$ cat src/sv/gpm_pkg.sv
// Package for the glob pattern matcher: sizes, op and token codes, beat types
// and the star-closure function. No dependencies.
package gpm_pkg;

    localparam int MAX_TOKENS = 16;
    localparam int NPOS       = MAX_TOKENS + 1;
    localparam int CNT_W      = $clog2(MAX_TOKENS + 1);
    localparam int IDX_W      = (MAX_TOKENS > 1) ? $clog2(MAX_TOKENS) : 1;

    localparam logic [CNT_W-1:0] TOKEN_LIMIT = CNT_W'(MAX_TOKENS);

    localparam logic [1:0] OP_CLEAR  = 2'd0;
    localparam logic [1:0] OP_APPEND = 2'd1;
    localparam logic [1:0] OP_STRING = 2'd2;
    localparam logic [1:0] OP_END    = 2'd3;

    localparam logic [1:0] KIND_LITERAL = 2'd0;
    localparam logic [1:0] KIND_ANY     = 2'd1;
    localparam logic [1:0] KIND_STAR    = 2'd2;

    localparam logic [7:0] CH_STAR      = 8'h2A;
    localparam logic [7:0] CH_QUESTION  = 8'h3F;
    localparam logic [7:0] CH_BACKSLASH = 8'h5C;

    typedef logic [NPOS-1:0] pos_t;

    typedef struct packed {
        logic [1:0] op;
        logic [7:0] byte_value;
    } beat_t;

    typedef struct packed {
        logic matched;
        logic pattern_overflow;
    } result_t;

    // Every live star position makes the following positions live through a run of
    // stars; the carries of s + (v & s) are exactly that run fill.
    function automatic pos_t closure(pos_t v, pos_t s);
        pos_t g;
        g = v & s;
        return v | (s ^ g ^ (s + g));
    endfunction

endpackage

$ cat src/sv/glob_pattern_matcher.sv
// Glob pattern matcher top level: stream ports, input beat register and
// two-entry result buffer. Depends on gpm_pkg and gpm_match_core.
//
// Usage: every input beat carries an op in s_tuser and a byte in s_tdata.
// Op clear empties the pattern, op append adds one pattern byte (star, question
// mark, backslash escape), op string feeds one string byte, op end closes the
// string and produces one result beat: m_tdata[0] matched, m_tuser[0] set when
// the pattern overflowed the 16-entry token store (matched is then 0).
// Only end beats produce output; all other ops are absorbed silently.
// Result path: an end beat is taken into the input register, and its result is
// then written into the result buffer, whose head entry drives m_tvalid.
// Throughput: one beat per cycle while s_tready is high; each beat is resolved
// in one pass of the active-position update from input register to result buffer.
// Stall: the result buffer holds two results, so a beat keeps being accepted
// while one result waits; s_tready drops only when an end beat waits in the
// input register with both entries full; other beats keep flowing until then.
// Reset: clears the pattern, the string state and both result entries.
module glob_pattern_matcher (
    input  logic       clk,
    input  logic       rst_n,
    input  logic       s_tvalid,
    output logic       s_tready,
    input  logic [7:0] s_tdata,   // [7:0] byte_value
    input  logic [1:0] s_tuser,   // [1:0] op
    output logic       m_tvalid,
    input  logic       m_tready,
    output logic [7:0] m_tdata,   // [0] matched, [7:1] zero
    output logic       m_tuser    // [0] pattern_overflow
);

    logic             in_valid_reg;
    gpm_pkg::beat_t   in_beat_reg;
    logic             advance;
    logic             push;
    logic             pop;
    gpm_pkg::result_t core_result;

    logic             out_valid_reg;
    gpm_pkg::result_t out_data_reg;
    logic             skid_valid_reg;
    gpm_pkg::result_t skid_data_reg;

    assign advance  = in_valid_reg
                   && ((in_beat_reg.op != gpm_pkg::OP_END) || !skid_valid_reg);
    assign push     = advance && (in_beat_reg.op == gpm_pkg::OP_END);
    assign pop      = out_valid_reg && m_tready;
    assign s_tready = !in_valid_reg || advance;

    gpm_match_core u_core (
        .clk    (clk),
        .rst_n  (rst_n),
        .fire   (advance),
        .beat   (in_beat_reg),
        .result (core_result)
    );

    always_ff @(posedge clk or negedge rst_n)
    begin
        if (!rst_n)
            in_valid_reg <= 1'b0;
        else if (s_tready)
            in_valid_reg <= s_tvalid;
    end

    always_ff @(posedge clk)
    begin
        if (s_tready && s_tvalid)
        begin
            in_beat_reg.op         <= s_tuser;
            in_beat_reg.byte_value <= s_tdata;
        end
    end

    always_ff @(posedge clk or negedge rst_n)
    begin
        if (!rst_n)
        begin
            out_valid_reg  <= 1'b0;
            skid_valid_reg <= 1'b0;
        end
        else if (skid_valid_reg)
        begin
            if (pop)
            begin
                skid_valid_reg <= 1'b0;
            end
        end
        else if (push)
        begin
            if (out_valid_reg && !pop)
                skid_valid_reg <= 1'b1;
            else
                out_valid_reg <= 1'b1;
        end
        else if (pop)
        begin
            out_valid_reg <= 1'b0;
        end
    end

    always_ff @(posedge clk)
    begin
        if (skid_valid_reg)
        begin
            if (pop)
                out_data_reg <= skid_data_reg;
        end
        else if (push)
        begin
            if (out_valid_reg && !pop)
                skid_data_reg <= core_result;
            else
                out_data_reg <= core_result;
        end
    end

    assign m_tvalid = out_valid_reg;
    assign m_tdata  = {7'd0, out_data_reg.matched};
    assign m_tuser  = out_data_reg.pattern_overflow;

`ifndef SYNTHESIS
    a_skid_order: assert property (@(posedge clk) disable iff (!rst_n)
        skid_valid_reg |-> out_valid_reg)
        else $error("skid entry without head entry");

    a_plain_flow: assert property (@(posedge clk) disable iff (!rst_n)
        (in_valid_reg && in_beat_reg.op != gpm_pkg::OP_END) |-> s_tready)
        else $error("non-result beat stalled");

    a_no_loss: assert property (@(posedge clk) disable iff (!rst_n)
        (skid_valid_reg && !pop) |=> skid_valid_reg)
        else $error("buffered result dropped");
`endif

endmodule

$ cat src/sv/gpm_match_core.sv
// Glob matcher core: token store, escape/overflow control and the active
// position vector. Depends on gpm_pkg.
module gpm_match_core (
    input  logic            clk,
    input  logic            rst_n,
    input  logic            fire,
    input  gpm_pkg::beat_t  beat,
    output gpm_pkg::result_t result
);

    logic [1:0]                kind_reg [gpm_pkg::MAX_TOKENS];
    logic [7:0]                char_reg [gpm_pkg::MAX_TOKENS];
    logic [gpm_pkg::CNT_W-1:0] token_count_reg, token_count_next;
    logic                      escape_pending_reg, escape_pending_next;
    logic                      overflow_reg, overflow_next;
    logic                      string_started_reg, string_started_next;
    gpm_pkg::pos_t             active_reg, active_next;

    logic [gpm_pkg::MAX_TOKENS-1:0] in_pat;
    logic [gpm_pkg::MAX_TOKENS-1:0] step_ok;
    gpm_pkg::pos_t                  star_pos;
    gpm_pkg::pos_t                  esc_pos;
    gpm_pkg::pos_t                  star_push;
    gpm_pkg::pos_t                  advanced;
    logic                           full;
    logic                           is_bs;
    logic                           pat_open;
    logic                           push_req;
    logic [1:0]                     push_kind;
    logic [gpm_pkg::CNT_W-1:0]      eff_len;

    always_comb
    begin
        star_pos = '0;
        for (int i = 0; i < gpm_pkg::MAX_TOKENS; i++)
        begin
            in_pat[i]   = token_count_reg > gpm_pkg::CNT_W'(i);
            star_pos[i] = in_pat[i] && (kind_reg[i] == gpm_pkg::KIND_STAR);
        end
    end

    assign esc_pos = escape_pending_reg ? (gpm_pkg::pos_t'(1) << token_count_reg) : '0;
    assign is_bs   = beat.byte_value == gpm_pkg::CH_BACKSLASH;

    always_comb
    begin
        for (int i = 0; i < gpm_pkg::MAX_TOKENS; i++)
        begin
            step_ok[i] = (in_pat[i] && (kind_reg[i] == gpm_pkg::KIND_ANY))
                      || (in_pat[i] && (kind_reg[i] == gpm_pkg::KIND_LITERAL)
                          && (char_reg[i] == beat.byte_value))
                      || (esc_pos[i] && is_bs);
        end
    end

    // star positions stay live, matching positions move one ahead
    assign advanced = (active_reg & star_pos)
                    | {active_reg[gpm_pkg::MAX_TOKENS-1:0] & step_ok, 1'b0};

    assign full     = token_count_reg == gpm_pkg::TOKEN_LIMIT;
    assign pat_open = !string_started_reg && !overflow_reg;
    assign push_req = (beat.op == gpm_pkg::OP_APPEND) && pat_open
                   && (escape_pending_reg || !is_bs);

    always_comb
    begin
        if (escape_pending_reg)
            push_kind = gpm_pkg::KIND_LITERAL;
        else if (beat.byte_value == gpm_pkg::CH_STAR)
            push_kind = gpm_pkg::KIND_STAR;
        else if (beat.byte_value == gpm_pkg::CH_QUESTION)
            push_kind = gpm_pkg::KIND_ANY;
        else
            push_kind = gpm_pkg::KIND_LITERAL;
    end

    assign star_push = star_pos | ((push_kind == gpm_pkg::KIND_STAR)
                     ? (gpm_pkg::pos_t'(1) << token_count_reg) : '0);

    always_comb
    begin
        token_count_next    = token_count_reg;
        escape_pending_next = escape_pending_reg;
        overflow_next       = overflow_reg;
        string_started_next = string_started_reg;
        active_next         = active_reg;
        if (fire)
        begin
            unique case (beat.op)
                gpm_pkg::OP_CLEAR:
                begin
                    token_count_next    = '0;
                    escape_pending_next = 1'b0;
                    overflow_next       = 1'b0;
                    string_started_next = 1'b0;
                    active_next         = gpm_pkg::pos_t'(1);
                end
                gpm_pkg::OP_APPEND:
                begin
                    if (push_req)
                    begin
                        escape_pending_next = 1'b0;
                        if (full)
                            overflow_next = 1'b1;
                        else
                        begin
                            token_count_next = token_count_reg + gpm_pkg::CNT_W'(1);
                            active_next      = gpm_pkg::closure(gpm_pkg::pos_t'(1), star_push);
                        end
                    end
                    else if (pat_open)
                    begin
                        if (full)
                            overflow_next = 1'b1;
                        else
                            escape_pending_next = 1'b1;
                    end
                end
                gpm_pkg::OP_STRING:
                begin
                    string_started_next = 1'b1;
                    active_next         = gpm_pkg::closure(advanced, star_pos);
                end
                gpm_pkg::OP_END:
                begin
                    string_started_next = 1'b0;
                    active_next         = gpm_pkg::closure(gpm_pkg::pos_t'(1), star_pos);
                end
                default:
                begin
                    active_next = active_reg;
                end
            endcase
        end
    end

    always_ff @(posedge clk or negedge rst_n)
    begin
        if (!rst_n)
        begin
            token_count_reg    <= '0;
            escape_pending_reg <= 1'b0;
            overflow_reg       <= 1'b0;
            string_started_reg <= 1'b0;
            active_reg         <= gpm_pkg::pos_t'(1);
        end
        else
        begin
            token_count_reg    <= token_count_next;
            escape_pending_reg <= escape_pending_next;
            overflow_reg       <= overflow_next;
            string_started_reg <= string_started_next;
            active_reg         <= active_next;
        end
    end

    always_ff @(posedge clk)
    begin
        if (fire && push_req && !full)
        begin
            kind_reg[token_count_reg[gpm_pkg::IDX_W-1:0]] <= push_kind;
            char_reg[token_count_reg[gpm_pkg::IDX_W-1:0]] <= beat.byte_value;
        end
    end

    assign eff_len = token_count_reg + gpm_pkg::CNT_W'(escape_pending_reg);

    assign result.matched          = active_reg[eff_len] && !overflow_reg;
    assign result.pattern_overflow = overflow_reg;

`ifndef SYNTHESIS
    a_count_bound: assert property (@(posedge clk) disable iff (!rst_n)
        token_count_reg <= gpm_pkg::TOKEN_LIMIT)
        else $error("token count beyond capacity");

    a_escape_room: assert property (@(posedge clk) disable iff (!rst_n)
        escape_pending_reg |-> (token_count_reg < gpm_pkg::TOKEN_LIMIT))
        else $error("pending escape with full store");

    a_clear: assert property (@(posedge clk) disable iff (!rst_n)
        (fire && beat.op == gpm_pkg::OP_CLEAR) |=>
        (token_count_reg == '0 && active_reg == gpm_pkg::pos_t'(1) && !overflow_reg))
        else $error("clear left pattern state");

    a_ovf_source: assert property (@(posedge clk) disable iff (!rst_n)
        $rose(overflow_reg) |-> $past(fire && beat.op == gpm_pkg::OP_APPEND))
        else $error("overflow set outside pattern load");
`endif

endmodule
$ cat config.mk
export PLATFORM = sky130hd
export DESIGN_NAME = glob_pattern_matcher
export DESIGN_NICKNAME = d
export VERILOG_FILES = /design/src/sv/gpm_pkg.sv /design/src/sv/glob_pattern_matcher.sv /design/src/sv/gpm_match_core.sv
export SDC_FILE = /design/constraint.sdc
export NUM_CORES = 1
export LEC_CHECK = 0
export ABC_CLOCK_PERIOD_IN_PS = 6700
export BUFFER_PORTS_ARGS = -buffer_cell sky130_fd_sc_hd__buf_2
export CORE_UTILIZATION = 55
export CTS_BUF_LIST = sky130_fd_sc_hd__clkbuf_8
export CTS_CLUSTER_SIZE = 28
export DETAILED_ROUTE_END_ITERATION = 8
export PLACE_DENSITY = 0.77
export SLEW_MARGIN = 0
export SYNTH_ARGS = -nofsm -noshare
export SYNTH_HDL_FRONTEND = slang
export SYNTH_HIERARCHICAL = 1
export SYNTH_SLANG_ARGS = --single-unit
$ cat constraint.sdc
create_clock -name clk -period 6.7 [get_ports clk]
set_input_delay 0.67 -clock clk [delete_from_list [all_inputs] [get_ports clk]]
set_output_delay 0.67 -clock clk [all_outputs]
set_load 0.005 [all_outputs]
==> reports/metrics.csv <==
stage,metric,value,unit
status,status,completed,
critical_path,reg2reg_from,in_beat_reg[1],
cells_and_area,layout-drive-gt1-share,0.0978,
logic_synthesis,seq_area_frac_synth,0.557,
sta,rsz0062_at_grt,no,
route,dr.pass1.iters,5,
placement,io_buffers,17,
global_routing,grt_pass1_wl,41.1,mm
floorplan,initial_core_util,0.565,
clock_network,cts_root_buffer,clkbuf_8,
logic_synthesis,syn_inst,900,
logic_synthesis,synth-async-reset-ratio,0.139,
floorplan,row_count,50,
clock_network,post_cts_buffers,0,
floorplan,core_area,18800,sq um
power,leakage,4.12,nW
clock_network,insertion_delay,540,ps
logic_synthesis,synthFlopType,edfxtp_1,
power,irDropWorstVdd,0.191,mV
route,remaining_drc_errors,0,
clock_network,path_clk_slew,60,ps
power,power_per_cell_area,245,nW/um^2
floorplan,ios,25,
placement,dpl_cell_area,10900,sq um
route,drt_iter0_drc,919,
critical_path,startpoint,in_beat_reg[1],
cells_and_area,finalNetCount,950,
logic_synthesis,post-synth-top-area-cell,edfxtp_1,
critical_path,start_kind,register,
critical_path,path_class,reg2reg,
cells_and_area,finalInstanceArea,11500,sq um
route,ant_nets,0,
sta,fin_skew,33.0,ps
cells_and_area,syn_to_final_growth,8.36,%
sta,post-route-min-period,4050,ps
floorplan,fp.dieH,141,microns
logic_synthesis,ys_top_cells_by_area,"edfxtp_1 49%, xor2_1 10%, dfrtp_1 6.3%",
clock_network,postCtsHoldBufs,0,
critical_path,cp.arrival,4530,ps
clock_network,post_cts_resized,0,
logic_synthesis,avgSynthCellArea,11.8,sq um
logic_synthesis,synth_edf_count,174,
logic_synthesis,synth_cell_types,87,
global_routing,antenna_found_initial,0,
sta,hold_violations,0,
global_routing,grtUsageTotal,0.275,
sta,max-slew-margin-rel,0.318,
sta,setup_ws,2650,ps
global_routing,grt_pass1_vias,7177,
logic_synthesis,synth_seq_cells,202,
sta,setup_viol,0,
sta,clock.fmax,0.247,GHz
clock_network,cts_tree,built,
min_path,hold_class,in2async,
critical_path,worst-path-max-fanout,24,
sta,finalSetupTns,0,ps
clock_network,clock_path_buffers,3,
route,drt-total-wl,26.5,mm
power,power,2.82,mW
floorplan,fp.dieW,141,microns
logic_synthesis,synth_area,10600,sq um
logic_synthesis,ys_warn_count,6,
global_routing,grt_overflow,0,
cells_and_area,largest_reg_flops,128,
placement,place_ws,2690,ps
job,maxCapViolCount,0,
clock_network,cts_buffers,34,
placement,place_hpwl,18.3,mm
sta,worst_slew_pin_slew,1010,ps
route,vias_per_cell,6.26,
cells_and_area,fin_util,0.612,
global_routing,grt_start_max_net_pins,37,
sta,maxSlewViolCount,0,
critical_path,end_kind,register,
logic_synthesis,synth_top_area_frac,0.491,
route,dr_total_vias,7513,
sta,fin_crit_sh,0.605,
clock_network,htree_levels,2,
clock_network,cts_sinks,202,
cells_and_area,n_antenna_cell,0,
critical_path,crit_required,7180,ps
placement,gp_congestion,0.981,
route,avgRoutedWirePerCell,22.1,microns
floorplan,dieArea,19900,sq um
layout by cell type, fill, tap and decap left out, drive strengths merged, types with 11 or more instances in the layout:
master	n
buf	27
nor3	18
dfrtp	27
ha	15
and2	11
nor2	40
nand2b	22
nand3	22
nor4	38
a21oi	48
and3	11
xor2	124
inv	44
nand2	48
a211oi	11
edfxtp	174
a31oi	14
clkbuf	35
o21ai	41
metrics by stage:
stage,instances,hold slack (ps)
after floorplan,906,374
after global routing,1201,221
after CTS,1201,197
after global placement,1145,494
final,1201,168
after detailed placement,1145,510
cells by family after synthesis:
family | share of synthesized area
xor+xnor | 0.109
flops | 0.557
other cells | 0.000352
mux | 0.0126
buf+inv | 0.0340
compound gates | 0.129
simple gates | 0.140
fa+ha+maj | 0.0176
worst paths after layout:
| check | end | slack, ps | cells past startpoint |
|---|---|---|---|
| setup / recovery | u_core/active_reg[13] | 2650 | 10 |
| hold / removal | u_core/active_reg[5] | 170 | 1 |
| setup reg to reg | u_core/active_reg[13] | 2650 | 10 |
| hold reg to reg | u_core/string_started_reg | 520 | 1 |
| max in group asynchronous | skid_valid_reg | 6040 | 1 |
| min in group clk | in_beat_reg[9] | 320 | 1 |
report_power, final:
| part | switching [mW] | internal [mW] | leakage, nW |
|---|---|---|---|
| sequential | 0.0517 | 1.39 | 2.00 |
| clock | 0.487 | 0.565 | 0.377 |
| combinational | 0.210 | 0.116 | 1.74 |
area by class of cell:
cell class,instances,area (sq um)
inverter,28,105
fill,1488,7300
clock buffer,35,482
clock inverter,21,156
sequential,202,5930
timing repair buffer,27,160
tap,260,325
multi-input combinational,628,4380
per-layer routing:
metal / vias to the layer above / global-route usage / part of all wire
li1: 3426 / - / -
met1: 3656 / 0.399 / 0.44
met2: 368 / 0.404 / 0.44
met5: - / 0 / 0
met4: 0 / 0.116 / 0.029
met3: 63 / 0.0543 / 0.085
worst max-delay path, stage by stage, from the launching register on:
cell,delay [ps]
edfxtp_1,750
nor4bb_1,450
nand3_1,510
inv_2,560
a31oi_1,220
nor4_1,450
inv_1,160
nor4_1,380
a31oi_1,150
a31oi_1,240
a41o_1,120
synthesized netlist by cell type (all sizes together) (5+ instances only):
cell      n
edfxtp  174
xor2    124
a21oi    48
nand2    48
o21ai    41
nor2     40
nor4     38
buf      33
inv      28
dfrtp    27
nand2b   22
nand3    22
nor3     18
clkbuf   15
ha       15
a31oi    14
a211oi   11
and2     11
and3     11
nand4    10
nor2b    10
xnor2     9
a21o      8
o211ai    8
a211o     5
a222oi    5
a41o      5
nor3b     5
o22ai     5
or2       5
or3       5
(Power assumes the default switching activity.)
